[config.mk]
export PLATFORM = sky130hd
export DESIGN_NAME = gb3_filter_flat
export DESIGN_NICKNAME = d
export VERILOG_FILES = /design/src/hw/rtl/gb3_pkg.sv /design/src/hw/rtl/gb3_stream_if.sv /design/src/hw/rtl/gb3_filter.sv /design/src/flat_wrapper.sv
export VERILOG_INCLUDE_DIRS = /design/src /design/src/hw/rtl
export SDC_FILE = /design/constraint.sdc
export NUM_CORES = 1
export LEC_CHECK = 0
export ABC_AREA = 0
export BUFFER_PORTS_ARGS = -buffer_cell sky130_fd_sc_hd__buf_4
export CORE_MARGIN = 4
export CORE_UTILIZATION = 40
export DETAILED_ROUTE_END_ITERATION = 12
export PLACE_DENSITY = 0.55
export RECOVER_POWER = 25
export SKIP_CTS_REPAIR_TIMING = 1
export SLEW_MARGIN = 20
export SYNTH_ARGS = -nofsm -noshare
export SYNTH_HDL_FRONTEND = slang
export SYNTH_SLANG_ARGS = --single-unit
[constraint.sdc]
create_clock -name clk -period 19.8 [get_ports clk]
set_input_delay 2.97 -clock clk [delete_from_list [all_inputs] [get_ports clk]]
set_output_delay 2.97 -clock clk [all_outputs]
set_load 0.02 [all_outputs]
[src/hw/rtl/gaussian_blur_3x3_core_defines.svh]
// Assertion macros for the 3x3 blur core.
// Needs clk and rst_n in the scope of the module that uses them.
`ifndef GAUSSIAN_BLUR_3X3_CORE_DEFINES_SVH
`define GAUSSIAN_BLUR_3X3_CORE_DEFINES_SVH
`ifndef SYNTHESIS
`define GB3_ASSERT_NOW(lbl, ante, cons) \
    lbl: assert property (@(posedge clk) disable iff (!rst_n) (ante) |-> (cons)) \
        else $error("gb3 same-cycle check failed");
`define GB3_ASSERT_NEXT(lbl, ante, cons) \
    lbl: assert property (@(posedge clk) disable iff (!rst_n) (ante) |=> (cons)) \
        else $error("gb3 next-cycle check failed");
`else
`define GB3_ASSERT_NOW(lbl, ante, cons)
`define GB3_ASSERT_NEXT(lbl, ante, cons)
`endif
`endif

[src/hw/rtl/gb3_pkg.sv]
// Shared constants and types for the 3x3 blur core.
// No dependencies.
`default_nettype none

package gb3_pkg;

    localparam int DEF_MAX_WIDTH  = 2048;
    localparam int DEF_MAX_HEIGHT = 4096;

    localparam int PIX_W      = 8;
    localparam int CFG_W_BITS = 12;
    localparam int CFG_H_BITS = 13;
    localparam int ROW_BITS   = 13;
    localparam int APB_ADDR_W = 3;
    localparam int APB_DATA_W = 32;
    localparam int WIN_TAPS   = 9;
    localparam int ACC_W      = 24;

    localparam logic [CFG_W_BITS-1:0] WIDTH_RESET  = 12'd640;
    localparam logic [CFG_H_BITS-1:0] HEIGHT_RESET = 13'd480;

    // register index, taken from paddr[2]
    localparam logic REG_IDX_WIDTH  = 1'b0;
    localparam logic REG_IDX_HEIGHT = 1'b1;

    localparam logic MODE_PIXEL = 1'b0;
    localparam logic MODE_FLUSH = 1'b1;

    // Q0.16 kernel weights, sum 65536
    localparam logic [ACC_W-1:0] W_CORNER   = 24'd4922;
    localparam logic [ACC_W-1:0] W_EDGE     = 24'd8116;
    localparam logic [ACC_W-1:0] W_CENTRE   = 24'd13384;
    localparam logic [ACC_W-1:0] ROUND_HALF = 24'd32768;

    typedef struct packed {
        logic emit;   // this beat produces a result
        logic last;   // result ends the frame
        logic top;    // row above is inside the frame
        logic bot;    // row below is inside the frame
        logic lft;    // column left is inside the frame
        logic rgt;    // column right is inside the frame
    } gb3_flags_t;

endpackage

`default_nettype wire

[src/hw/rtl/gb3_stream_if.sv]
// Valid/ready stream interfaces for pixel input and blurred output.
// Depends on gb3_pkg.
`default_nettype none


interface gb3_pix_out_if;
    logic                       valid;
    logic                       ready;
    logic [gb3_pkg::PIX_W-1:0]  pixel_out;
    logic                       frame_last;

    modport source (output valid, output pixel_out, output frame_last, input ready);
    modport sink   (input valid, input pixel_out, input frame_last, output ready);
endinterface

`default_nettype wire

[src/hw/rtl/gb3_filter.sv]
// Window stage and weighted sum with the output register.
// Depends on gb3_pkg and gb3_stream_if.
`default_nettype none
`include "gaussian_blur_3x3_core_defines.svh"

module gb3_filter #(
    parameter int MAX_WIDTH = gb3_pkg::DEF_MAX_WIDTH
) (
    input  logic                            clk,
    input  logic                            rst_n,
    input  logic                            acc_en,
    input  logic [gb3_pkg::PIX_W-1:0]       acc_pix,
    input  logic [$clog2(MAX_WIDTH)-1:0]    acc_addr,
    input  gb3_pkg::gb3_flags_t             acc_flags,
    input  logic [gb3_pkg::PIX_W-1:0]       above1,
    input  logic [gb3_pkg::PIX_W-1:0]       above2,
    output logic                            free,
    output logic                            wr_en,
    output logic [$clog2(MAX_WIDTH)-1:0]    wr_addr,
    output logic [gb3_pkg::PIX_W-1:0]       wr_pix,
    gb3_pix_out_if.source                   dst
);
    import gb3_pkg::*;

    localparam int AW = $clog2(MAX_WIDTH);

    logic             b_valid_reg;
    logic [PIX_W-1:0] b_pix_reg;
    logic [AW-1:0]    b_addr_reg;
    gb3_flags_t       b_flags_reg;
    logic             b_go;
    logic             o_free;

    logic [PIX_W-1:0] win_reg  [WIN_TAPS];
    logic [PIX_W-1:0] win_next [WIN_TAPS];
    logic [PIX_W-1:0] p        [WIN_TAPS];
    logic [PIX_W+1:0] corner_sum;
    logic [PIX_W+1:0] edge_sum;
    logic [ACC_W-1:0] acc_sum;

    logic             o_valid_reg;
    logic [PIX_W-1:0] o_pix_reg;
    logic             o_last_reg;

    assign o_free = !o_valid_reg || dst.ready;
    assign b_go   = b_valid_reg && (!b_flags_reg.emit || o_free);
    assign free   = !b_valid_reg || b_go;

    assign wr_en   = b_go;
    assign wr_addr = b_addr_reg;
    assign wr_pix  = b_pix_reg;

    always_ff @(posedge clk or negedge rst_n)
    begin
        if (!rst_n)
            b_valid_reg <= 1'b0;
        else if (free)
            b_valid_reg <= acc_en;
    end

    always_ff @(posedge clk)
    begin
        if (acc_en)
        begin
            b_pix_reg   <= acc_pix;
            b_addr_reg  <= acc_addr;
            b_flags_reg <= acc_flags;
        end
    end

    always_comb
    begin
        for (int r = 0; r < 3; r++)
        begin
            win_next[3*r]     = win_reg[3*r+1];
            win_next[3*r + 1] = win_reg[3*r+2];
        end
        win_next[2] = above2;
        win_next[5] = above1;
        win_next[8] = b_pix_reg;

        for (int k = 0; k < WIN_TAPS; k++)
            p[k] = win_next[k];
        // neighbors outside the frame read as zero
        if (!b_flags_reg.top)
        begin
            p[0] = '0; p[1] = '0; p[2] = '0;
        end
        if (!b_flags_reg.bot)
        begin
            p[6] = '0; p[7] = '0; p[8] = '0;
        end
        if (!b_flags_reg.lft)
        begin
            p[0] = '0; p[3] = '0; p[6] = '0;
        end
        if (!b_flags_reg.rgt)
        begin
            p[2] = '0; p[5] = '0; p[8] = '0;
        end

        corner_sum = (PIX_W+2)'(p[0]) + (PIX_W+2)'(p[2])
                   + (PIX_W+2)'(p[6]) + (PIX_W+2)'(p[8]);
        edge_sum   = (PIX_W+2)'(p[1]) + (PIX_W+2)'(p[3])
                   + (PIX_W+2)'(p[5]) + (PIX_W+2)'(p[7]);
        acc_sum = ACC_W'(corner_sum) * W_CORNER + ACC_W'(edge_sum) * W_EDGE
                + ACC_W'(p[4]) * W_CENTRE + ROUND_HALF;
    end

    always_ff @(posedge clk or negedge rst_n)
    begin
        if (!rst_n)
        begin
            for (int k = 0; k < WIN_TAPS; k++)
                win_reg[k] <= '0;
        end
        else if (b_go)
        begin
            for (int k = 0; k < WIN_TAPS; k++)
                win_reg[k] <= win_next[k];
        end
    end

    always_ff @(posedge clk or negedge rst_n)
    begin
        if (!rst_n)
            o_valid_reg <= 1'b0;
        else if (b_go && b_flags_reg.emit)
            o_valid_reg <= 1'b1;
        else if (dst.ready)
            o_valid_reg <= 1'b0;
    end

    always_ff @(posedge clk)
    begin
        if (b_go && b_flags_reg.emit)
        begin
            o_pix_reg  <= acc_sum[ACC_W-1:ACC_W-PIX_W];
            o_last_reg <= b_flags_reg.last;
        end
    end

    assign dst.valid      = o_valid_reg;
    assign dst.pixel_out  = o_pix_reg;
    assign dst.frame_last = o_last_reg;

    `GB3_ASSERT_NOW(a_flt_rise_src, $rose(o_valid_reg), $past(b_go && b_flags_reg.emit))
    `GB3_ASSERT_NOW(a_flt_silent_moves, b_valid_reg && !b_flags_reg.emit, b_go)

endmodule

`default_nettype wire

[src/flat_wrapper.sv]
// flat-port wrapper written by rule: the top's interface ports become plain ports
module gb3_filter_flat import gb3_pkg::*;
#(
    parameter int MAX_WIDTH = gb3_pkg::DEF_MAX_WIDTH
)
  (clk, rst_n, acc_en, acc_pix, acc_addr, acc_flags, above1, above2, free, wr_en, wr_addr, wr_pix, dst_valid, dst_pixel_out, dst_frame_last, dst_ready);
  gb3_pix_out_if dst_i ();
  input  logic clk;
  input  logic rst_n;
  input  logic acc_en;
  input  logic [gb3_pkg::PIX_W-1:0] acc_pix;
  input  logic [$clog2(MAX_WIDTH)-1:0] acc_addr;
  input  gb3_pkg::gb3_flags_t acc_flags;
  input  logic [gb3_pkg::PIX_W-1:0] above1;
  input  logic [gb3_pkg::PIX_W-1:0] above2;
  output logic free;
  output logic wr_en;
  output logic [$clog2(MAX_WIDTH)-1:0] wr_addr;
  output logic [gb3_pkg::PIX_W-1:0] wr_pix;
  output wire logic [$bits(dst_i.valid)-1:0] dst_valid;
  output wire logic [$bits(dst_i.pixel_out)-1:0] dst_pixel_out;
  output wire logic [$bits(dst_i.frame_last)-1:0] dst_frame_last;
  input wire logic [$bits(dst_i.ready)-1:0] dst_ready;
  assign dst_valid = dst_i.valid;
  assign dst_pixel_out = dst_i.pixel_out;
  assign dst_frame_last = dst_i.frame_last;
  assign dst_i.ready = dst_ready;
  gb3_filter #(.MAX_WIDTH(MAX_WIDTH)) u_core (.clk(clk), .rst_n(rst_n), .acc_en(acc_en), .acc_pix(acc_pix), .acc_addr(acc_addr), .acc_flags(acc_flags), .above1(above1), .above2(above2), .free(free), .wr_en(wr_en), .wr_addr(wr_addr), .wr_pix(wr_pix), .dst(dst_i));
endmodule
==> results of run 1 <==
synthesized netlist by cell type, types with 5 or more instances:
cell / number
inv_1: 257
ha_1: 242
nand2_1: 191
fa_1: 120
a21oi_1: 57
dfrtp_1: 50
o21ai_0: 42
nor2_1: 40
xor2_1: 40
xnor2_1: 38
edfxtp_1: 34
and3_1: 25
a21o_1: 23
and2_1: 21
clkbuf_1: 20
nand3_1: 14
nor3_1: 13
nand2b_1: 12
nor2b_1: 12
buf_4: 8
o21a_1: 8
a211oi_1: 6
o211ai_1: 6
o21bai_1: 6
nand4_1: 5
or2_2: 5
kinds of logic after synthesis:
logic type | Yosys count
muxes | 1
buffers and inverters | 287
xor gates and xnor gates | 78
and+or+nand+nor | 347
AOI/OAI and AO/OA | 193
adders and majority gates | 362
DFF | 84
stage by stage:
stage	setup slack, ps	utilization, %	hold slack, ps	std cells	instance area [um2]
4_1_cts	7331	44.70	440.2	1812	13640
3_5_place_dp	6947	43.56	423.2	1796	13290
3_3_place_gp	7091	43.56	404.3	1796	13290
5_1_grt	6634	44.69	457.5	1812	13630
6_report	7358	44.69	443.7	1812	13630
2_1_floorplan	7720	-	400.3	1352	12350
per-layer routing:
| metal | vias to the layer above | track usage [%] | part of all wire [%] |
|---|---|---|---|
| li1 | 4532 | - | - |
| met1 | 4197 | 24.24 | 48 |
| met2 | 120 | 29.20 | 47 |
| met3 | 24 | 1.662 | 2.6 |
| met4 | 0 | 3.668 | 1.8 |
| met5 | - | 0 | 0 |
cell type report:
cell class                 instances  area [um2]
fill                            2963       16870
tap                              396       495.5
sequential                        84        2272
multi-input combinational        981        8972
clock buffer                      10       250.2
inverter                         257       964.7
clock inverter                     6       97.59
timing repair buffer              78       581.8
final timing paths:
path	startpoint	slack (ps)	end	depth (start not counted)
max	above2[0]	7360	u_core.dst.pixel_out[4]	38
max reg2reg	u_core.b_flags_reg[3]	8780	u_core.dst.pixel_out[5]	36
min in group asynchronous	rst_n	3510	u_core.win_next[45]	1
min	u_core.b_flags_reg[4]	440	u_core.dst.frame_last	0
max in group asynchronous	rst_n	14720	u_core.p[35]	1
min reg2reg	u_core.b_flags_reg[4]	440	u_core.dst.frame_last	0
==> results by group, run 1 <==
Synth
  – Syn Area/Cell: ~9.1 um2
  – Cell variety after synth: 62
  – Synth Flop Type: dfrtp_1
  – Share of the yosys chip area belonging to registers: ~18%
  – Synth Cell Area: 0.01235 mm2
  – Largest family of logic cells by synthesized area: adder cells
  – EDFF count, synth: 34
  – Xor/xnor share of the synthesized area: under 10%
  – Post-Synth Simple-Gate Area: 12.75%
  – Synth top area share: between 20 and 25%
  – Syn. warnings: 0
  – Syn nets: between 1500 and 2000
  – Post-synthesis compound-gate area fraction: between 10 and 15%
  – Synth area leaders: ha_1 25%, fa_1 19%, dfrtp_1 10%
  – Cells after Synth: 1352
  – Post-synthesis async set-or-reset flop share: roughly three fifths
  – Yosys top cell by area: ha_1
  – Mux share of post-synthesis cell area: less than 1%
  – FF+latch count, synth: 84
  – Synth Area in Adders: roughly 44%

Worst setup path
  – Type of the worst setup path: in2reg
  – CP most frequent cell: fa_1
  – Family with the most delay on the worst path: adder cells
  – Critical-path maximum fanout: 6
  – CP max-delay cell: fa_1
  – Setup crit start kind: primary input
  – CP Buf/Inv Count: 9
  – Critical path arrival: ~13000 ps
  – Req. time, crit path: between 15000 and 20000 ps
  – Largest stage delay on the critical path: 590 ps
  – CP endpoint kind: flip-flop

Floorplan
  – Core Box Area: between 0.03 and 0.04 mm2
  – Die footprint: approximately 0.034 mm2
  – Cell Rows: 64
  – Die Wd: around 180 um
  – Die Y: between 150 and 200 um
  – Starting Density: around 40%
  – I/O Pins: 76

STA
  – Clock Skew: 11.15 ps
  – Fin. Hold Viols: 0
  – Final worst path period share: a little over three fifths
  – TNS Setup: 0 ps
  – Tightest Pin Transition: approximately 2800 ps
  – Max-slew violations: 51
  – Worst slew margin: -85.76%
  – Fmax: 80.37 MHz
  – Min Tclk post-route: between 10000 and 15000 ps
  – RSZ-0062 raised after global routing: false
  – Count of final setup violators: 0

Route
  – Remaining antenna violation count: 0
  – Via count: 8873
  – DRC violations left: 0
  – DR WL/cell: ~16 um
  – DR vias/cell: 4.897
  – Initial DRT Pass Iterations: 5
  – Final WL: about 28000 um
  – Initial DRC count: between 300 and 400

Hold path
  – Hold WC Path Type: reg2reg

CTS
  – CTS root buffer: clkbuf_16
  – Clock Path Buffers: 2
  – Num CTS Buffers: 9
  – Clk_lat worst skew: 350 ps
  – H-tree levels: 3
  – Clk sinks: 84
  – Worst-path clk slew: around 70 ps
  – CTS tree: yes

Run status
  – Run status: complete, but fails checks
  – Failing checks: capacitance limit, slew limit

Finish
  – Most frequent cells in the layout: 257 x inv_1, 242 x ha_1, 191 x nand2_1
  – Largest register FFs: 40
  – Layout area overhead: 10.38%
  – Share of layout cells above drive strength 1: under 10%
  – # diodes: 0
  – Most common cell after layout, fill and taps aside: inv_1
  – Final Net Count: about 1800

Global route
  – First-pass GRT wire length: around 47000 um
  – Pin count of the biggest net entering global routing: 51
  – Initial antenna violation count: 0
  – Total grt overflow: 0
  – GR Util All Layers: around 17%
  – Vias in the first global route: around 9000

Run
  – MaxCap Viol Count: 1

Place
  – Port Buffers: 75
  – Placer Congestion: ~0.87
  – DP Wirelength: between 20000 and 25000 um
Power of run 1 is not shown: default switching activity piles up to over one toggle a cycle in this logic, so the estimate is an artifact.
==> run 2, diff against run 1 <==
- PLACE_DENSITY: 0.55 -> 0.58
- clock period: 19.8 -> 10.4 ns (I/O delays scaled with it)
==> results by group, run 2 (same netlist as run 1, synthesis figures left out) <==
Run status
  – Run status: complete, but fails checks (unchanged)
  – Failing checks: capacitance limit, slew limit (unchanged)

Finish
  – Non-Filler Instances: 1916 (was 1812)
  – Layout area overhead: 21.01% (was 10.38%)
  – Share of layout cells above drive strength 1: 19.61% (was 7.556%)
  – Largest register FFs: 40 (unchanged)
  – Most frequent cells in the layout: 244 x inv_1, 222 x ha_1, 191 x nand2_1 (was 257 x inv_1, 242 x ha_1, 191 x nand2_1)
  – Most common cell after layout, fill and taps aside: inv_1 (unchanged)
  – # diodes: 0 (unchanged)
  – Final Net Count: 1922 (was 1818)

Route
  – DR vias/cell: 4.870 (was 4.897)
  – Initial DRC count: 307 (was 370)
  – Remaining antenna violation count: 0 (unchanged)
  – Initial DRT Pass Iterations: 4 (was 5)
  – Via count: 9330 (was 8873)
  – DRC violations left: 0 (unchanged)
  – Final WL: 29130 um (was 28110 um)
  – DR WL/cell: 15.20 um (was 15.51 um)

STA
  – Min Tclk post-route: between 10000 and 15000 ps
  – Clock Skew: 11.08 ps (was 11.15 ps)
  – Fmax: approximately 99 MHz
  – Final worst path period share: a little over nine tenths
  – Max-slew violations: 51 (unchanged)
  – Tightest Pin Transition: 2756 ps (was 2786 ps)
  – Worst slew margin: -83.72% (was -85.76%)
  – Fin. Hold Viols: 0 (unchanged)
  – Count of final setup violators: 0 (unchanged)

Worst setup path
  – Req. time, crit path: 10500 ps (was 19870 ps)
  – Worst R2R Setup Slack: 420 ps (was 8780 ps)
  – RR Startpoint: u_core.b_flags_reg[1] (was u_core.b_flags_reg[3])
  – Reg2Reg Capture Point: u_core.dst.pixel_out[7] (was u_core.dst.pixel_out[5])
  – Critical-path maximum fanout: 4 (was 6)
  – Type of the worst setup path: in2reg (unchanged)
  – CP endpoint kind: flip-flop (unchanged)
  – R2R depth: 42 (was 36)
  – CP max-delay cell: fa_2 (was fa_1)
  – Largest stage delay on the critical path: 580 ps (was 590 ps)
  – Critical path arrival: 10190 ps (was 12520 ps)
  – CP most frequent cell: inv_2 (was fa_1)
  – Setup crit start kind: primary input (unchanged)
  – Family with the most delay on the worst path: adder cells (unchanged)
  – CP Buf/Inv Count: 9 (unchanged)

Floorplan
  – Core Box Area: 0.03051 mm2 (unchanged)
  – Die Wd: 183.7 um (unchanged)
  – Cell Rows: 64 (unchanged)
  – Die footprint: 0.03375 mm2 (unchanged)
  – Starting Density: 40.49% (unchanged)
  – Die Y: 183.7 um (unchanged)
  – I/O Pins: 76 (unchanged)

CTS
  – Num CTS Buffers: 9 (unchanged)
  – CTS tree: yes (unchanged)
  – H-tree levels: 3 (unchanged)
  – Worst-path clk slew: 70 ps (about the same)
  – CTS root buffer: clkbuf_16 (unchanged)
  – Clk sinks: 84 (unchanged)
  – Clk_lat worst skew: 350 ps (about the same)
  – Clock Path Buffers: 2 (unchanged)

Global route
  – Global Route met1 Usage: 23.19% (was 24.24%)
  – Pin count of the biggest net entering global routing: 51 (unchanged)
  – Total grt overflow: 0 (unchanged)
  – First-pass GRT wire length: 47410 um (was 46920 um)
  – Initial antenna violation count: 0 (unchanged)
  – Vias in the first global route: 9493 (was 9042)
  – GR Util met3: 1.939% (was 1.662%)
  – GR Util All Layers: 17.28% (was 17.27%)
  – M2 GR Usage: 30.28% (was 29.20%)
  – Grt peak-use layer: met2 (unchanged)

Hold path
  – HP Start: u_core.b_flags_reg[4] (unchanged)
  – Hold EP: u_core.dst.frame_last (unchanged)
  – Hold WC Path Type: reg2reg (unchanged)
  – Hold path cells: 0 (unchanged)

Run
  – MaxCap Viol Count: 1 (unchanged)

Place
  – DP Wirelength: 24630 um (was 24310 um)
  – Dpl cells: 1890 (was 1796)
  – Placer Congestion: 0.9213 (was 0.8674)
  – Port Buffers: 75 (unchanged)
[run 2: worst max-delay path by stage]
stage | from | to | slack, ps | cells after the start
final | above2[0] | u_core.dst.pixel_out[7] | 310 | 44
after CTS | above2[0] | u_core.dst.pixel_out[6] | -140 | 42
after detailed placement | above2[0] | u_core.dst.pixel_out[6] | -480 | 42
after global routing | above2[0] | u_core.dst.pixel_out[7] | -70 | 41
after global placement | above2[0] | u_core.dst.pixel_out[6] | -340 | 42
after floorplan | above2[0] | u_core.dst.pixel_out[5] | 10 | 44
[run 2: final cells by class]
type,count,area (um2)
fill,2842,15560
multi-input combinational,981,9525
sequential,84,2272
timing repair buffer,182,1379
inverter,257,964.7
tap,396,495.5
clock buffer,11,264.0
clock inverter,5,46.29
[run 2: metrics by stage]
stage          setup TNS, ps  hold WS (ps)  utilization (%)  setup WS, ps  area (um2)
2_1_floorplan              0         400.3                -         13.13       12410
3_3_place_gp           -1987         404.1            46.12        -337.9       14070
3_5_place_dp           -2965         407.5            46.12        -477.3       14070
4_1_cts               -496.5         424.9            47.14        -138.0       14380
5_1_grt               -249.1         429.1            48.99        -74.78       14950
6_report                   0         421.0            48.99         305.1       14950
[run 2: per-layer routing]
metal / share of wire [%] / vias up / wire [um]
met5: 0 / - / 0
met4: 1.7 / 0 / 493
met3: 2.5 / 27 / 724
met2: 49 / 123 / 14410
met1: 46 / 4444 / 13500
li1: - / 4736 / -
Power of run 2 is left out for the same reason.
==> run 3, diff against run 2 <==
- CELL_PAD_IN_SITES_DETAIL_PLACEMENT: default -> 0
- CELL_PAD_IN_SITES_GLOBAL_PLACEMENT: default -> 1
- GPL_ROUTABILITY_DRIVEN: default -> 0
- PLACE_DENSITY: 0.58 -> 0.71
==> results by group, run 3 (same netlist as run 1, synthesis figures left out) <==
Worst setup path
  – Critical path arrival: 10300 ps (was 10190 ps)
  – CP most frequent cell: inv_2 (unchanged)
  – RR Startpoint: u_core.b_flags_reg[3] (was u_core.b_flags_reg[1])
  – Worst R2R Setup Slack: 350 ps (was 420 ps)
  – Critical-path maximum fanout: 3 (was 4)
  – Type of the worst setup path: in2reg (unchanged)
  – Setup crit start kind: primary input (unchanged)
  – Largest stage delay on the critical path: 550 ps (was 580 ps)
  – CP max-delay cell: fa_2 (unchanged)
  – R2R depth: 41 (was 42)
  – CP endpoint kind: flip-flop (unchanged)
  – Req. time, crit path: 10500 ps (about the same)
  – Reg2Reg Capture Point: u_core.dst.pixel_out[7] (unchanged)

Finish
  – Most frequent cells in the layout: 247 x inv_1, 227 x ha_1, 191 x nand2_1 (was 244 x inv_1, 222 x ha_1, 191 x nand2_1)
  – Final core utilization: 48.52% (was 48.99%)
  – Most common cell after layout, fill and taps aside: inv_1 (unchanged)
  – Share of layout cells above drive strength 1: 18.38% (was 19.61%)
  – Layout area overhead: 19.83% (was 21.01%)
  – Final Net Count: 1920 (was 1922)
  – # diodes: 0 (unchanged)
  – Largest register FFs: 40 (unchanged)

Floorplan
  – I/O Pins: 76 (unchanged)
  – Cell Rows: 64 (unchanged)
  – Die footprint: 0.03375 mm2 (unchanged)
  – Starting Density: 40.49% (unchanged)
  – Die Y: 183.7 um (unchanged)
  – Core Box Area: 0.03051 mm2 (unchanged)
  – Die Wd: 183.7 um (unchanged)

Route
  – Via count: 9317 (was 9330)
  – Initial DRC count: 405 (was 307)
  – Final WL: 28970 um (was 29130 um)
  – DR WL/cell: 15.13 um (was 15.20 um)
  – Remaining antenna violation count: 0 (unchanged)
  – DRC violations left: 0 (unchanged)
  – DR vias/cell: 4.868 (was 4.870)
  – Initial DRT Pass Iterations: 4 (unchanged)

CTS
  – CTS tree: yes (unchanged)
  – Worst-path clk slew: 80 ps (was 70 ps)
  – Clk sinks: 84 (unchanged)
  – Clock Path Buffers: 2 (unchanged)
  – Clk_lat worst skew: 360 ps (was 350 ps)
  – H-tree levels: 3 (unchanged)
  – Num CTS Buffers: 9 (unchanged)
  – CTS root buffer: clkbuf_16 (unchanged)

Global route
  – GR Util met3: 2.157% (was 1.939%)
  – Vias in the first global route: 9639 (was 9493)
  – Initial antenna violation count: 0 (unchanged)
  – Total grt overflow: 0 (unchanged)
  – Grt peak-use layer: met2 (unchanged)
  – M2 GR Usage: 29.92% (was 30.28%)
  – First-pass GRT wire length: 47930 um (was 47410 um)
  – GR Util All Layers: 17.56% (was 17.28%)
  – Pin count of the biggest net entering global routing: 51 (unchanged)
  – Global Route met1 Usage: 23.99% (was 23.19%)

STA
  – Clock Skew: 13.05 ps (was 11.08 ps)
  – RSZ-0062 raised after global routing: true
  – Fin. Hold Viols: 0 (unchanged)
  – Max-slew violations: 51 (unchanged)
  – Tightest Pin Transition: 2872 ps (was 2756 ps)
  – Worst slew margin: -91.47% (was -83.72%)
  – Count of final setup violators: 0 (unchanged)
  – Final worst path period share: 98.06% (was 97.07%)
  – Fmax: 98.05 MHz (was 99.06 MHz)
  – Min Tclk post-route: 10200 ps (was 10090 ps)

Hold path
  – HP Start: u_core.b_flags_reg[4] (unchanged)
  – Hold EP: u_core.dst.frame_last (unchanged)
  – Hold WC Path Type: reg2reg (unchanged)
  – Hold path cells: 0 (unchanged)

Place
  – Port Buffers: 75 (unchanged)
  – DP Wirelength: 24750 um (was 24630 um)

Run
  – MaxCap Viol Count: 1 (unchanged)

Run status
  – Failing checks: capacitance limit, slew limit (unchanged)
  – Run status: complete, but fails checks (unchanged)
run 3: cell count changes in the layout (fill, tap and decap cells not counted), moves of 2 or more:
cell,delta
ha_2,-2
xnor2_2,-2
inv_1,+3
o21ai_0,+3
ha_4,-3
ha_1,+5
o21ai_1,-4
xnor2_1,+3
buf_4,-2
inv_2,-3
inv_4,+2
run 3: per-stage QoR:
step	setup TNS (ps)	hold WS [ps]	worst slack, ps	area [um2]	instances
CTS	-754.1	426.7	-183.2	14370	1908
detailed placement	-3351	408.0	-536.9	14070	1892
global route	-1175	446.5	-218.2	14800	1914
finish	0	427.3	201.4	14800	1914
floorplan	0	400.3	13.13	12410	1352
global placement	-2462	404.0	-423.2	14070	1892
run 3: cell type report:
cell class                      count  area [um2]
Clock buffer                       10       229.0
Sequential cell                    84        2272
Multi-Input combinational cell    981        9417
Tap cell                          396       495.5
Fill cell                        2912       15710
Clock inverter                      6       68.82
Inverter                          257       964.7
Timing Repair Buffer              180        1355
run 3: critical path: cells and delay by family:
family | cells | cell delay [ps]
adder cells (fa/ha/maj) | 13 | 5090
AND/OR/NAND/NOR | 6 | 890
buffers and inverters | 10 | 620
AO/OA/AOI/OAI | 11 | 1580
XOR/XNOR | 4 | 510
run 3: metal layers:
| layer | vias to the layer above | wire, um | part of all wire (%) |
|---|---|---|---|
| li1 | 4736 | - | - |
| met1 | 4428 | 13840 | 48 |
| met2 | 127 | 13690 | 47 |
| met3 | 26 | 826 | 2.9 |
| met4 | 0 | 606 | 2.1 |
| met5 | - | 0 | 0 |
run 3: how the worst max path moves through the flow:
stage,from,endpoint,depth (start not counted)
floorplan,above2[0],u_core.dst.pixel_out[5],44
CTS,above2[0],u_core.dst.pixel_out[6],43
global placement,above2[0],u_core.dst.pixel_out[5],42
finish,above2[0],u_core.dst.pixel_out[7],44
global route,above2[0],u_core.dst.pixel_out[6],43
detailed placement,above2[0],u_core.dst.pixel_out[6],42
Power of run 3 is left out for the same reason.
